$ cat src/design/cftp_pkg.sv
// cftp_pkg: shared types and constants for the CAN frame text parser.
// No dependencies; used by cftp_front, cftp_queue, cftp_back and can_frame_text_parser.
package cftp_pkg;

    localparam int MAX_PAYLOAD = 8;
    localparam int CNT_W       = $clog2(MAX_PAYLOAD + 1);
    localparam int IDX_W       = 3;
    localparam int ID_W        = 11;
    localparam int NUM_W       = 32;

    localparam int Q_DEPTH     = 2;
    localparam int Q_PTR_W     = $clog2(Q_DEPTH);
    localparam int Q_CNT_W     = $clog2(Q_DEPTH + 1);

    localparam logic [2:0] PH_IDLE = 3'd0;
    localparam logic [2:0] PH_ZERO = 3'd1;
    localparam logic [2:0] PH_DEC  = 3'd2;
    localparam logic [2:0] PH_HEX  = 3'd3;
    localparam logic [2:0] PH_BIN  = 3'd4;
    localparam logic [2:0] PH_STOP = 3'd5;

    localparam logic [2:0] ST_OK       = 3'd0;
    localparam logic [2:0] ST_ID_BIG   = 3'd1;
    localparam logic [2:0] ST_TOO_MANY = 3'd2;
    localparam logic [2:0] ST_BYTE_BIG = 3'd3;
    localparam logic [2:0] ST_NO_ID    = 3'd4;

    // classified character, front to back
    typedef struct packed {
        logic       term;
        logic       sep;
        logic       dec;
        logic       hexl;
        logic       xch;
        logic       bch;
        logic [3:0] digit;
    } t_cls;

endpackage

$ cat src/design/cftp_byte_if.sv
// cftp_byte_if: valid/ready channel carrying one text byte per transaction.
// No dependencies.
interface cftp_byte_if;
    logic       valid;
    logic       ready;
    logic [7:0] text_byte;

    modport source (output valid, output text_byte, input ready);
    modport sink   (input valid, input text_byte, output ready);
endinterface

$ cat src/design/cftp_frame_if.sv
// cftp_frame_if: valid/ready channel carrying one parsed frame per transaction.
// No dependencies.
interface cftp_frame_if;
    logic        valid;
    logic        ready;
    logic [2:0]  status;
    logic [10:0] frame_id;
    logic [3:0]  byte_count;
    logic [7:0]  data_0;
    logic [7:0]  data_1;
    logic [7:0]  data_2;
    logic [7:0]  data_3;
    logic [7:0]  data_4;
    logic [7:0]  data_5;
    logic [7:0]  data_6;
    logic [7:0]  data_7;

    modport source (output valid, output status, output frame_id, output byte_count,
                    output data_0, output data_1, output data_2, output data_3,
                    output data_4, output data_5, output data_6, output data_7,
                    input ready);
    modport sink   (input valid, input status, input frame_id, input byte_count,
                    input data_0, input data_1, input data_2, input data_3,
                    input data_4, input data_5, input data_6, input data_7,
                    output ready);
endinterface

$ cat src/design/cftp_front.sv
// cftp_front: accepts text bytes and classifies each into a t_cls token.
// Depends on cftp_pkg and cftp_byte_if.
module cftp_front (
    cftp_byte_if.sink      i_text,
    input  logic           i_q_ready,
    output logic           o_push,
    output cftp_pkg::t_cls o_cls
);

    logic [7:0] c;

    assign c             = i_text.text_byte;
    assign i_text.ready  = i_q_ready;
    assign o_push        = i_text.valid && i_q_ready;

    always_comb begin
        o_cls.term = (c == 8'h00);
        o_cls.sep  = (c >= 8'h01) && (c <= 8'h20);
        o_cls.dec  = (c >= 8'h30) && (c <= 8'h39);
        o_cls.hexl = ((c >= 8'h41) && (c <= 8'h46)) || ((c >= 8'h61) && (c <= 8'h66));
        o_cls.xch  = (c == 8'h78) || (c == 8'h58);
        o_cls.bch  = (c == 8'h62) || (c == 8'h42);
        if (o_cls.hexl) begin
            o_cls.digit = 4'(c[2:0]) + 4'd9;
        end else begin
            o_cls.digit = c[3:0];
        end
    end

endmodule

$ cat src/design/cftp_queue.sv
// cftp_queue: short FIFO of classified tokens between front and back.
// Depends on cftp_pkg.
module cftp_queue (
    input  logic           i_clk,
    input  logic           i_rst_n,
    input  logic           i_push,
    input  cftp_pkg::t_cls i_cls,
    output logic           o_ready,
    input  logic           i_pop,
    output logic           o_valid,
    output cftp_pkg::t_cls o_cls
);

    cftp_pkg::t_cls                 r_mem [cftp_pkg::Q_DEPTH];
    logic [cftp_pkg::Q_PTR_W-1:0]   r_wr_ptr;
    logic [cftp_pkg::Q_PTR_W-1:0]   r_rd_ptr;
    logic [cftp_pkg::Q_CNT_W-1:0]   r_count;

    assign o_ready = (r_count != cftp_pkg::Q_CNT_W'(cftp_pkg::Q_DEPTH));
    assign o_valid = (r_count != '0);
    assign o_cls   = r_mem[r_rd_ptr];

    function automatic logic [cftp_pkg::Q_PTR_W-1:0] ptr_inc(
        input logic [cftp_pkg::Q_PTR_W-1:0] p);
        if (p == cftp_pkg::Q_PTR_W'(cftp_pkg::Q_DEPTH - 1)) begin
            return '0;
        end
        return p + 1'b1;
    endfunction

    always_ff @(posedge i_clk) begin
        if (i_push) begin
            r_mem[r_wr_ptr] <= i_cls;
        end
    end

    always_ff @(posedge i_clk) begin
        if (!i_rst_n) begin
            r_wr_ptr <= '0;
            r_rd_ptr <= '0;
            r_count  <= '0;
        end else begin
            if (i_push) begin
                r_wr_ptr <= ptr_inc(r_wr_ptr);
            end
            if (i_pop) begin
                r_rd_ptr <= ptr_inc(r_rd_ptr);
            end
            if (i_push && !i_pop) begin
                r_count <= r_count + 1'b1;
            end else if (!i_push && i_pop) begin
                r_count <= r_count - 1'b1;
            end
        end
    end

endmodule

$ cat src/design/cftp_back.sv
// cftp_back: number scanner, frame assembly and result register.
// Depends on cftp_pkg and cftp_frame_if.
module cftp_back (
    input  logic           i_clk,
    input  logic           i_rst_n,
    input  logic           i_valid,
    input  cftp_pkg::t_cls i_cls,
    output logic           o_pop,
    cftp_frame_if.source   o_frame
);

    logic [2:0]                    r_phase, n_phase;
    logic [cftp_pkg::NUM_W-1:0]    r_num,   n_num;
    logic [cftp_pkg::ID_W-1:0]     r_id,    n_id;
    logic                          r_seen,  n_seen;
    logic [cftp_pkg::CNT_W-1:0]    r_cnt,   n_cnt;
    logic [7:0]                    r_pay [cftp_pkg::MAX_PAYLOAD];
    logic [7:0]                    n_pay [cftp_pkg::MAX_PAYLOAD];
    logic [2:0]                    r_err,   n_err;

    logic                          r_out_valid;
    logic [2:0]                    r_status,  n_status;
    logic [cftp_pkg::ID_W-1:0]     r_out_id;
    logic [cftp_pkg::CNT_W-1:0]    r_out_cnt;
    logic [7:0]                    r_out_data [cftp_pkg::MAX_PAYLOAD];

    logic                          end_num;
    logic                          restart;
    logic                          out_free;
    logic                          emit;

    assign out_free = !r_out_valid || o_frame.ready;
    assign o_pop    = i_valid && (!i_cls.term || out_free);
    assign emit     = o_pop && i_cls.term;

    always_comb begin
        n_phase = r_phase;
        n_num   = r_num;
        n_id    = r_id;
        n_seen  = r_seen;
        n_cnt   = r_cnt;
        n_pay   = r_pay;
        n_err   = r_err;
        end_num = 1'b0;
        restart = 1'b0;

        if (i_cls.term) begin
            end_num = (r_phase == cftp_pkg::PH_ZERO) || (r_phase == cftp_pkg::PH_DEC) ||
                      (r_phase == cftp_pkg::PH_HEX)  || (r_phase == cftp_pkg::PH_BIN);
        end else begin
            unique case (r_phase)
                cftp_pkg::PH_IDLE: begin
                    restart = 1'b1;
                end
                cftp_pkg::PH_ZERO: begin
                    priority if (i_cls.xch) begin
                        n_phase = cftp_pkg::PH_HEX;
                        n_num   = '0;
                    end else if (i_cls.bch) begin
                        n_phase = cftp_pkg::PH_BIN;
                        n_num   = '0;
                    end else if (i_cls.dec) begin
                        n_phase = cftp_pkg::PH_DEC;
                        n_num   = cftp_pkg::NUM_W'(i_cls.digit);
                    end else begin
                        end_num = 1'b1;
                        restart = 1'b1;
                    end
                end
                cftp_pkg::PH_DEC: begin
                    if (i_cls.dec) begin
                        n_num = (r_num << 3) + (r_num << 1) + cftp_pkg::NUM_W'(i_cls.digit);
                    end else begin
                        end_num = 1'b1;
                        restart = 1'b1;
                    end
                end
                cftp_pkg::PH_HEX: begin
                    if (i_cls.dec || i_cls.hexl) begin
                        n_num = {r_num[cftp_pkg::NUM_W-5:0], i_cls.digit};
                    end else begin
                        end_num = 1'b1;
                        restart = 1'b1;
                    end
                end
                cftp_pkg::PH_BIN: begin
                    if (i_cls.dec && (i_cls.digit[3:1] == 3'd0)) begin
                        n_num = {r_num[cftp_pkg::NUM_W-2:0], i_cls.digit[0]};
                    end else begin
                        end_num = 1'b1;
                        restart = 1'b1;
                    end
                end
                default: begin
                    n_phase = cftp_pkg::PH_STOP;
                end
            endcase
        end

        if (end_num) begin
            priority if (!r_seen) begin
                if (r_num[cftp_pkg::NUM_W-1:cftp_pkg::ID_W] != '0) begin
                    n_err = cftp_pkg::ST_ID_BIG;
                end else begin
                    n_id   = r_num[cftp_pkg::ID_W-1:0];
                    n_seen = 1'b1;
                end
            end else if (r_cnt >= cftp_pkg::CNT_W'(cftp_pkg::MAX_PAYLOAD)) begin
                n_err = cftp_pkg::ST_TOO_MANY;
            end else if (r_num[cftp_pkg::NUM_W-1:8] != '0) begin
                n_err = cftp_pkg::ST_BYTE_BIG;
            end else begin
                n_pay[r_cnt[cftp_pkg::IDX_W-1:0]] = r_num[7:0];
                n_cnt = r_cnt + 1'b1;
            end
            if (n_err != cftp_pkg::ST_OK) begin
                n_phase = cftp_pkg::PH_STOP;
            end
        end

        if (restart && (n_err == cftp_pkg::ST_OK)) begin
            priority if (i_cls.sep) begin
                n_phase = cftp_pkg::PH_IDLE;
            end else if (i_cls.dec && (i_cls.digit == 4'd0)) begin
                n_phase = cftp_pkg::PH_ZERO;
                n_num   = '0;
            end else if (i_cls.dec) begin
                n_phase = cftp_pkg::PH_DEC;
                n_num   = cftp_pkg::NUM_W'(i_cls.digit);
            end else begin
                n_phase = cftp_pkg::PH_STOP;
            end
        end

        priority if (n_err != cftp_pkg::ST_OK) begin
            n_status = n_err;
        end else if (!n_seen) begin
            n_status = cftp_pkg::ST_NO_ID;
        end else begin
            n_status = cftp_pkg::ST_OK;
        end
    end

    always_ff @(posedge i_clk) begin
        if (!i_rst_n) begin
            r_phase <= cftp_pkg::PH_IDLE;
            r_num   <= '0;
            r_id    <= '0;
            r_seen  <= 1'b0;
            r_cnt   <= '0;
            r_err   <= cftp_pkg::ST_OK;
            for (int k = 0; k < cftp_pkg::MAX_PAYLOAD; k++) begin
                r_pay[k] <= '0;
            end
        end else if (emit) begin
            // line done: back to the cleared state
            r_phase <= cftp_pkg::PH_IDLE;
            r_num   <= '0;
            r_id    <= '0;
            r_seen  <= 1'b0;
            r_cnt   <= '0;
            r_err   <= cftp_pkg::ST_OK;
            for (int k = 0; k < cftp_pkg::MAX_PAYLOAD; k++) begin
                r_pay[k] <= '0;
            end
        end else if (o_pop) begin
            r_phase <= n_phase;
            r_num   <= n_num;
            r_id    <= n_id;
            r_seen  <= n_seen;
            r_cnt   <= n_cnt;
            r_err   <= n_err;
            r_pay   <= n_pay;
        end
    end

    always_ff @(posedge i_clk) begin
        if (!i_rst_n) begin
            r_out_valid <= 1'b0;
        end else if (emit) begin
            r_out_valid <= 1'b1;
        end else if (o_frame.ready) begin
            r_out_valid <= 1'b0;
        end
    end

    always_ff @(posedge i_clk) begin
        if (emit) begin
            r_status <= n_status;
            if (n_status == cftp_pkg::ST_OK) begin
                r_out_id  <= n_id;
                r_out_cnt <= n_cnt;
                r_out_data <= n_pay;
            end else begin
                r_out_id  <= '0;
                r_out_cnt <= '0;
                for (int k = 0; k < cftp_pkg::MAX_PAYLOAD; k++) begin
                    r_out_data[k] <= '0;
                end
            end
        end
    end

    assign o_frame.valid      = r_out_valid;
    assign o_frame.status     = r_status;
    assign o_frame.frame_id   = r_out_id;
    assign o_frame.byte_count = r_out_cnt;
    assign o_frame.data_0     = r_out_data[0];
    assign o_frame.data_1     = r_out_data[1];
    assign o_frame.data_2     = r_out_data[2];
    assign o_frame.data_3     = r_out_data[3];
    assign o_frame.data_4     = r_out_data[4];
    assign o_frame.data_5     = r_out_data[5];
    assign o_frame.data_6     = r_out_data[6];
    assign o_frame.data_7     = r_out_data[7];

    a_line_clears: assert property (@(posedge i_clk) disable iff (!i_rst_n)
        emit |=> (r_phase == cftp_pkg::PH_IDLE) && (r_cnt == '0) && !r_seen && r_out_valid)
        else $error("scanner state not cleared after terminator");

    a_cnt_range: assert property (@(posedge i_clk) disable iff (!i_rst_n)
        r_cnt <= cftp_pkg::CNT_W'(cftp_pkg::MAX_PAYLOAD))
        else $error("byte count beyond payload size");

    a_err_stops: assert property (@(posedge i_clk) disable iff (!i_rst_n)
        (r_err != cftp_pkg::ST_OK) |-> (r_phase == cftp_pkg::PH_STOP))
        else $error("error raised but scanner not stopped");

    a_no_overwrite: assert property (@(posedge i_clk) disable iff (!i_rst_n)
        (r_out_valid && !o_frame.ready) |-> !emit)
        else $error("result register overwritten while held");

endmodule

$ cat src/design/can_frame_text_parser.sv
// can_frame_text_parser: one text byte per cycle in when not stalled, one frame result per line out.
// Result path: a terminator passes the token queue, then cftp_back registers its result.
// Throughput: one byte per cycle; a result waiting in the output register stalls the
// next terminator, and the bytes behind it fill the two-entry token queue, then the input.
// Reset: synchronous active-low i_rst_n clears scanner, queue and output valid.
// Depends on cftp_pkg, cftp_byte_if, cftp_frame_if, cftp_front, cftp_queue, cftp_back.
module can_frame_text_parser (
    input  logic         i_clk,
    input  logic         i_rst_n,
    cftp_byte_if.sink    i_text,
    cftp_frame_if.source o_frame
);

    logic           push;
    logic           q_ready;
    logic           q_valid;
    logic           pop;
    cftp_pkg::t_cls front_cls;
    cftp_pkg::t_cls q_cls;

    cftp_front u_front (
        .i_text    (i_text),
        .i_q_ready (q_ready),
        .o_push    (push),
        .o_cls     (front_cls)
    );

    cftp_queue u_queue (
        .i_clk   (i_clk),
        .i_rst_n (i_rst_n),
        .i_push  (push),
        .i_cls   (front_cls),
        .o_ready (q_ready),
        .i_pop   (pop),
        .o_valid (q_valid),
        .o_cls   (q_cls)
    );

    cftp_back u_back (
        .i_clk   (i_clk),
        .i_rst_n (i_rst_n),
        .i_valid (q_valid),
        .i_cls   (q_cls),
        .o_pop   (pop),
        .o_frame (o_frame)
    );

endmodule

$ cat src/flat_wrapper.sv
// flat-port wrapper written by rule: the top's interface ports become plain ports
module can_frame_text_parser_flat 
  (i_clk, i_rst_n, i_text_valid, i_text_text_byte, i_text_ready, o_frame_valid, o_frame_status, o_frame_frame_id, o_frame_byte_count, o_frame_data_0, o_frame_data_1, o_frame_data_2, o_frame_data_3, o_frame_data_4, o_frame_data_5, o_frame_data_6, o_frame_data_7, o_frame_ready);
  cftp_byte_if i_text_i ();
  cftp_frame_if o_frame_i ();
  input  logic i_clk;
  input  logic i_rst_n;
  input wire logic [$bits(i_text_i.valid)-1:0] i_text_valid;
  input wire logic [$bits(i_text_i.text_byte)-1:0] i_text_text_byte;
  output wire logic [$bits(i_text_i.ready)-1:0] i_text_ready;
  output wire logic [$bits(o_frame_i.valid)-1:0] o_frame_valid;
  output wire logic [$bits(o_frame_i.status)-1:0] o_frame_status;
  output wire logic [$bits(o_frame_i.frame_id)-1:0] o_frame_frame_id;
  output wire logic [$bits(o_frame_i.byte_count)-1:0] o_frame_byte_count;
  output wire logic [$bits(o_frame_i.data_0)-1:0] o_frame_data_0;
  output wire logic [$bits(o_frame_i.data_1)-1:0] o_frame_data_1;
  output wire logic [$bits(o_frame_i.data_2)-1:0] o_frame_data_2;
  output wire logic [$bits(o_frame_i.data_3)-1:0] o_frame_data_3;
  output wire logic [$bits(o_frame_i.data_4)-1:0] o_frame_data_4;
  output wire logic [$bits(o_frame_i.data_5)-1:0] o_frame_data_5;
  output wire logic [$bits(o_frame_i.data_6)-1:0] o_frame_data_6;
  output wire logic [$bits(o_frame_i.data_7)-1:0] o_frame_data_7;
  input wire logic [$bits(o_frame_i.ready)-1:0] o_frame_ready;
  assign i_text_i.valid = i_text_valid;
  assign i_text_i.text_byte = i_text_text_byte;
  assign i_text_ready = i_text_i.ready;
  assign o_frame_valid = o_frame_i.valid;
  assign o_frame_status = o_frame_i.status;
  assign o_frame_frame_id = o_frame_i.frame_id;
  assign o_frame_byte_count = o_frame_i.byte_count;
  assign o_frame_data_0 = o_frame_i.data_0;
  assign o_frame_data_1 = o_frame_i.data_1;
  assign o_frame_data_2 = o_frame_i.data_2;
  assign o_frame_data_3 = o_frame_i.data_3;
  assign o_frame_data_4 = o_frame_i.data_4;
  assign o_frame_data_5 = o_frame_i.data_5;
  assign o_frame_data_6 = o_frame_i.data_6;
  assign o_frame_data_7 = o_frame_i.data_7;
  assign o_frame_i.ready = o_frame_ready;
  can_frame_text_parser u_core (.i_clk(i_clk), .i_rst_n(i_rst_n), .i_text(i_text_i), .o_frame(o_frame_i));
endmodule
$ cat config.mk
export PLATFORM = sky130hd
export DESIGN_NAME = can_frame_text_parser_flat
export DESIGN_NICKNAME = d
export VERILOG_FILES = /design/src/design/cftp_pkg.sv /design/src/design/cftp_byte_if.sv /design/src/design/cftp_frame_if.sv /design/src/design/cftp_front.sv /design/src/design/cftp_queue.sv /design/src/design/cftp_back.sv /design/src/design/can_frame_text_parser.sv /design/src/flat_wrapper.sv
export SDC_FILE = /design/constraint.sdc
export NUM_CORES = 1
export LEC_CHECK = 0
export BUFFER_PORTS_ARGS = -buffer_cell sky130_fd_sc_hd__buf_2
export CORE_MARGIN = 4
export CORE_UTILIZATION = 35
export DETAILED_ROUTE_END_ITERATION = 7
export HOLD_SLACK_MARGIN = 0.02
export PLACE_DENSITY = 0.55
export SLEW_MARGIN = 20
export SYNTH_ARGS = -nofsm -noshare
export SYNTH_HDL_FRONTEND = slang
export SYNTH_SLANG_ARGS = --single-unit
$ cat constraint.sdc
create_clock -name i_clk -period 5.7 [get_ports i_clk]
set_input_delay 0.855 -clock i_clk [delete_from_list [all_inputs] [get_ports i_clk]]
set_output_delay 0.855 -clock i_clk [all_outputs]
set_load 0.01 [all_outputs]
==> flow_summary.json <==
{
  "n_fill_cell": 3471,
  "final_cell_mix": "nand2_1 (402), a21oi_1 (191), dfxtp_1 (124)",
  "max-vdd-ir-drop_mv": 0.3085,
  "die_h_um": 196.5,
  "syn-instance-count": 1448,
  "slew_headroom": 0.2957,
  "grt_max_degree": 94,
  "numCtsBuffers": 24,
  "io_buffers": 95,
  "cts_hold_buffers": 0,
  "multiInputGateArea_mm2": 0.006500,
  "synth_top_family_by_area": "simple AND/OR/NAND/NOR gates",
  "rsz0062_at_grt": "false",
  "avgSynthCellArea_um2": 8.590,
  "postRouteAntennaNets": 0,
  "finalSetupViolCount": 0,
  "synth.area.mux_share": 0.02233,
  "layout_commonest_cell": "nand2_1",
  "grt_use_total": 0.1737,
  "ios": 96,
  "core.rowCount": 68,
  "grt_pass1_vias": 10340,
  "start_util": 0.3574,
  "cp-end-kind": "register",
  "min_period_ns": 4.384,
  "synth_flop_cell": "dfxtp_1",
  "clockBufferDepth": 3,
  "yosys.area_share.adder": 0.06961,
  "synth_simple_gate_area_frac": 0.2041,
  "setup_tns_ns": 0,
  "fin_util": 0.4066,
  "synth_top_area_cell": "edfxtp_1",
  "powerDensity_mw_per_mm2": 421.3,
  "synth-edff-count": 102,
  "cp.arrival_ns": 4.80,
  "period_share": 0.7692,
  "drtPass1Iterations": 8,
  "path_max_fanout": 12,
  "tightest_slew_ns": 1.056,
  "via_per_inst": 5.413,
  "p_leak_nw": 5.094,
  "synth_compound_area_frac": 0.1967,
  "cts_sinks": 226,
  "synth_top_area_share": 0.2463,
  "place_hpwl_mm": 23.40,
  "die_x_um": 196.5,
  "fin_skew_ns": 0.01453,
  "setup_slack_ns": 1.316,
  "cts.clk_slew.worst_paths_ns": 0.06,
  "critPathKind": "reg2reg",
  "post_cts_buffers": 0,
  "worst_setup_path_start_kind": "register",
  "outcome": "finished with violations",
  "pre_cts_ws_ns": 1.290,
  "drive_gt1_frac": 0.1220,
  "drc": 8,
  "violations": "DRC",
  "synth_xor_area_frac": 0.02605,
  "netlist_area_mm2": 0.01244,
  "htree_levels": 1,
  "die-area_mm2": 0.03862,
  "ys_async_sr_fraction": 0,
  "yosysSeqAreaShare": 0.4458,
  "drv_slew": 0,
  "ff_latch_area_mm2": 0.005545,
  "required_ns": 6.12,
  "insertedDiodeCount": 0,
  "cts_root_buf": "clkbuf_16",
  "hold_violations": 0,
  "insertion_delay_ns": 0.52,
  "gp_congestion": 0.8529,
  "fin_nets": 1587,
  "cts_resized": 0,
  "ys_types": 77,
  "antenna_found_initial": 0,
  "vias": 10720,
  "maxCapViolCount": 0,
  "syn_nets": 1528,
  "wl_mm": 34.28,
  "cts_tree": "yes",
  "drt_iter0_drc": 952,
  "fmax_mhz": 228.1,
  "core_mm2": 0.03480,
  "synth_area_leaders": "edfxtp_1 (25%), dfxtp_1 (20%), nand2_1 (12%)",
  "overflow": 0,
  "wire_per_inst_um": 17.31,
  "grt_first_pass_wirelength_mm": 55.90,
  "ys_seq_elements": 226,
  "syn2layout_area_growth_pct": 13.74,
  "yosysWarningCount": 0,
  "hold_class": "reg2reg"
}
-- per-layer routing --
metal	vias up	track usage	part of all wire
met2	324	0.2822	0.45
met1	5043	0.2488	0.47
met3	51	0.02308	0.059
met5	-	0	0
met4	0	0.03724	0.019
li1	5300	-	-
-- path summary, 6_finish.rpt --
| path | cells past startpoint | endpoint | startpoint | slack (ns) |
|---|---|---|---|---|
| min reg2reg | 2 | u_core.u_back.r_pay[59]$_SDFFE_PP0P_ | u_core.u_back.r_pay[59]$_SDFFE_PP0P_ | 0.45 |
| max reg2reg | 14 | u_core.u_back.r_num[25]$_SDFFE_PP0P_ | register | 1.32 |
| min | 2 | u_core.u_back.r_pay[59]$_SDFFE_PP0P_ | u_core.u_back.r_pay[59]$_SDFFE_PP0P_ | 0.45 |
| max | 14 | u_core.u_back.r_num[25]$_SDFFE_PP0P_ | register | 1.32 |
-- worst max-delay path, cell delays in order, from the launching register on --
cell,delay [ns]
dfxtp_1,0.57
mux2i_1,0.48
fa_1,0.52
inv_1,0.09
ha_1,0.24
a211oi_1,0.30
o21ai_0,0.18
a31oi_1,0.30
nor4_1,0.15
o31a_1,0.35
a311oi_1,0.33
xnor2_1,0.11
a221oi_1,0.32
a21boi_0,0.14
o21a_1,0.20
-- cell families (layout without fill, tap and decap cells) --
group           Yosys count  count (layout)
simple gates            593             593
fa+ha+maj                68              68
compound gates          387             387
mux                      27              27
buf+inv                 110             187
xor+xnor                 37              37
flops                   226             226
-- per-stage QoR --
stage	cell area [um2]	hold WS, ns	total power [mW]	instances
2_1_floorplan	12440	0.4321	3.727	1448
3_3_place_gp	13370	0.4372	4.441	1935
3_5_place_dp	13370	0.4432	4.456	1935
4_1_cts	14120	0.4513	5.965	1979
5_1_grt	14150	0.4699	6.326	1980
6_report	14150	0.4492	5.961	1980
-- cells in the mapped netlist, drive strengths merged (11+ instances only) --
library cell and count:
nand2 402, a21o 14, nor2 79, clkbuf 67
nor4 12, xnor2 26, a211oi 11, a221o 14
nand3 18, inv 22, mux2i 21, a222oi 13
buf 21, o21ai 53, ha 66, edfxtp 102
dfxtp 124, nor3 24, xor2 11, a21oi 191
-- power by group --
part / total, mW / internal, mW / switching, mW
combinational: 2.33 / 0.754 / 1.57
sequential: 2.14 / 1.96 / 0.184
clock: 1.49 / 0.856 / 0.637
total: 5.96 / 3.57 / 2.40
-- final cells by class --
class                           count  share of cell area
Clock buffer                       35             0.04687
Clock inverter                      9            0.005926
Inverter                           22            0.005837
Multi-Input combinational cell   1112              0.4595
Sequential cell                   226              0.3920
Tap cell                          455             0.04024
Timing Repair Buffer              121             0.04970
-- sequential cells by signal, summed over array words and instances (netlist names), 2 cells and up, named ones only --
| signal | flops |
|---|---|
| u_core.u_back.o_frame.data_7 | 8 |
| u_core.u_back.o_frame.status | 3 |
| u_core.u_queue.r_count | 2 |
| u_core.u_back.o_frame.frame_id | 11 |
| u_core.u_back.o_frame.data_4 | 8 |
| u_core.u_back.r_phase | 3 |
| u_core.u_back.o_frame.data_6 | 8 |
| u_core.u_back.o_frame.data_0 | 8 |
| u_core.u_back.r_cnt | 4 |
| u_core.u_back.r_id | 11 |
| u_core.u_back.o_frame.data_5 | 8 |
| u_core.u_back.r_num | 32 |
| u_core.u_back.r_err | 3 |
| u_core.u_queue.r_mem | 20 |
| u_core.u_back.o_frame.data_2 | 8 |
| u_core.u_back.o_frame.data_1 | 8 |
| u_core.u_back.o_frame.data_3 | 8 |
| u_core.u_back.r_pay | 64 |
| u_core.u_back.o_frame.byte_count | 4 |
Note: power is estimated with default switching activity, not from simulation.
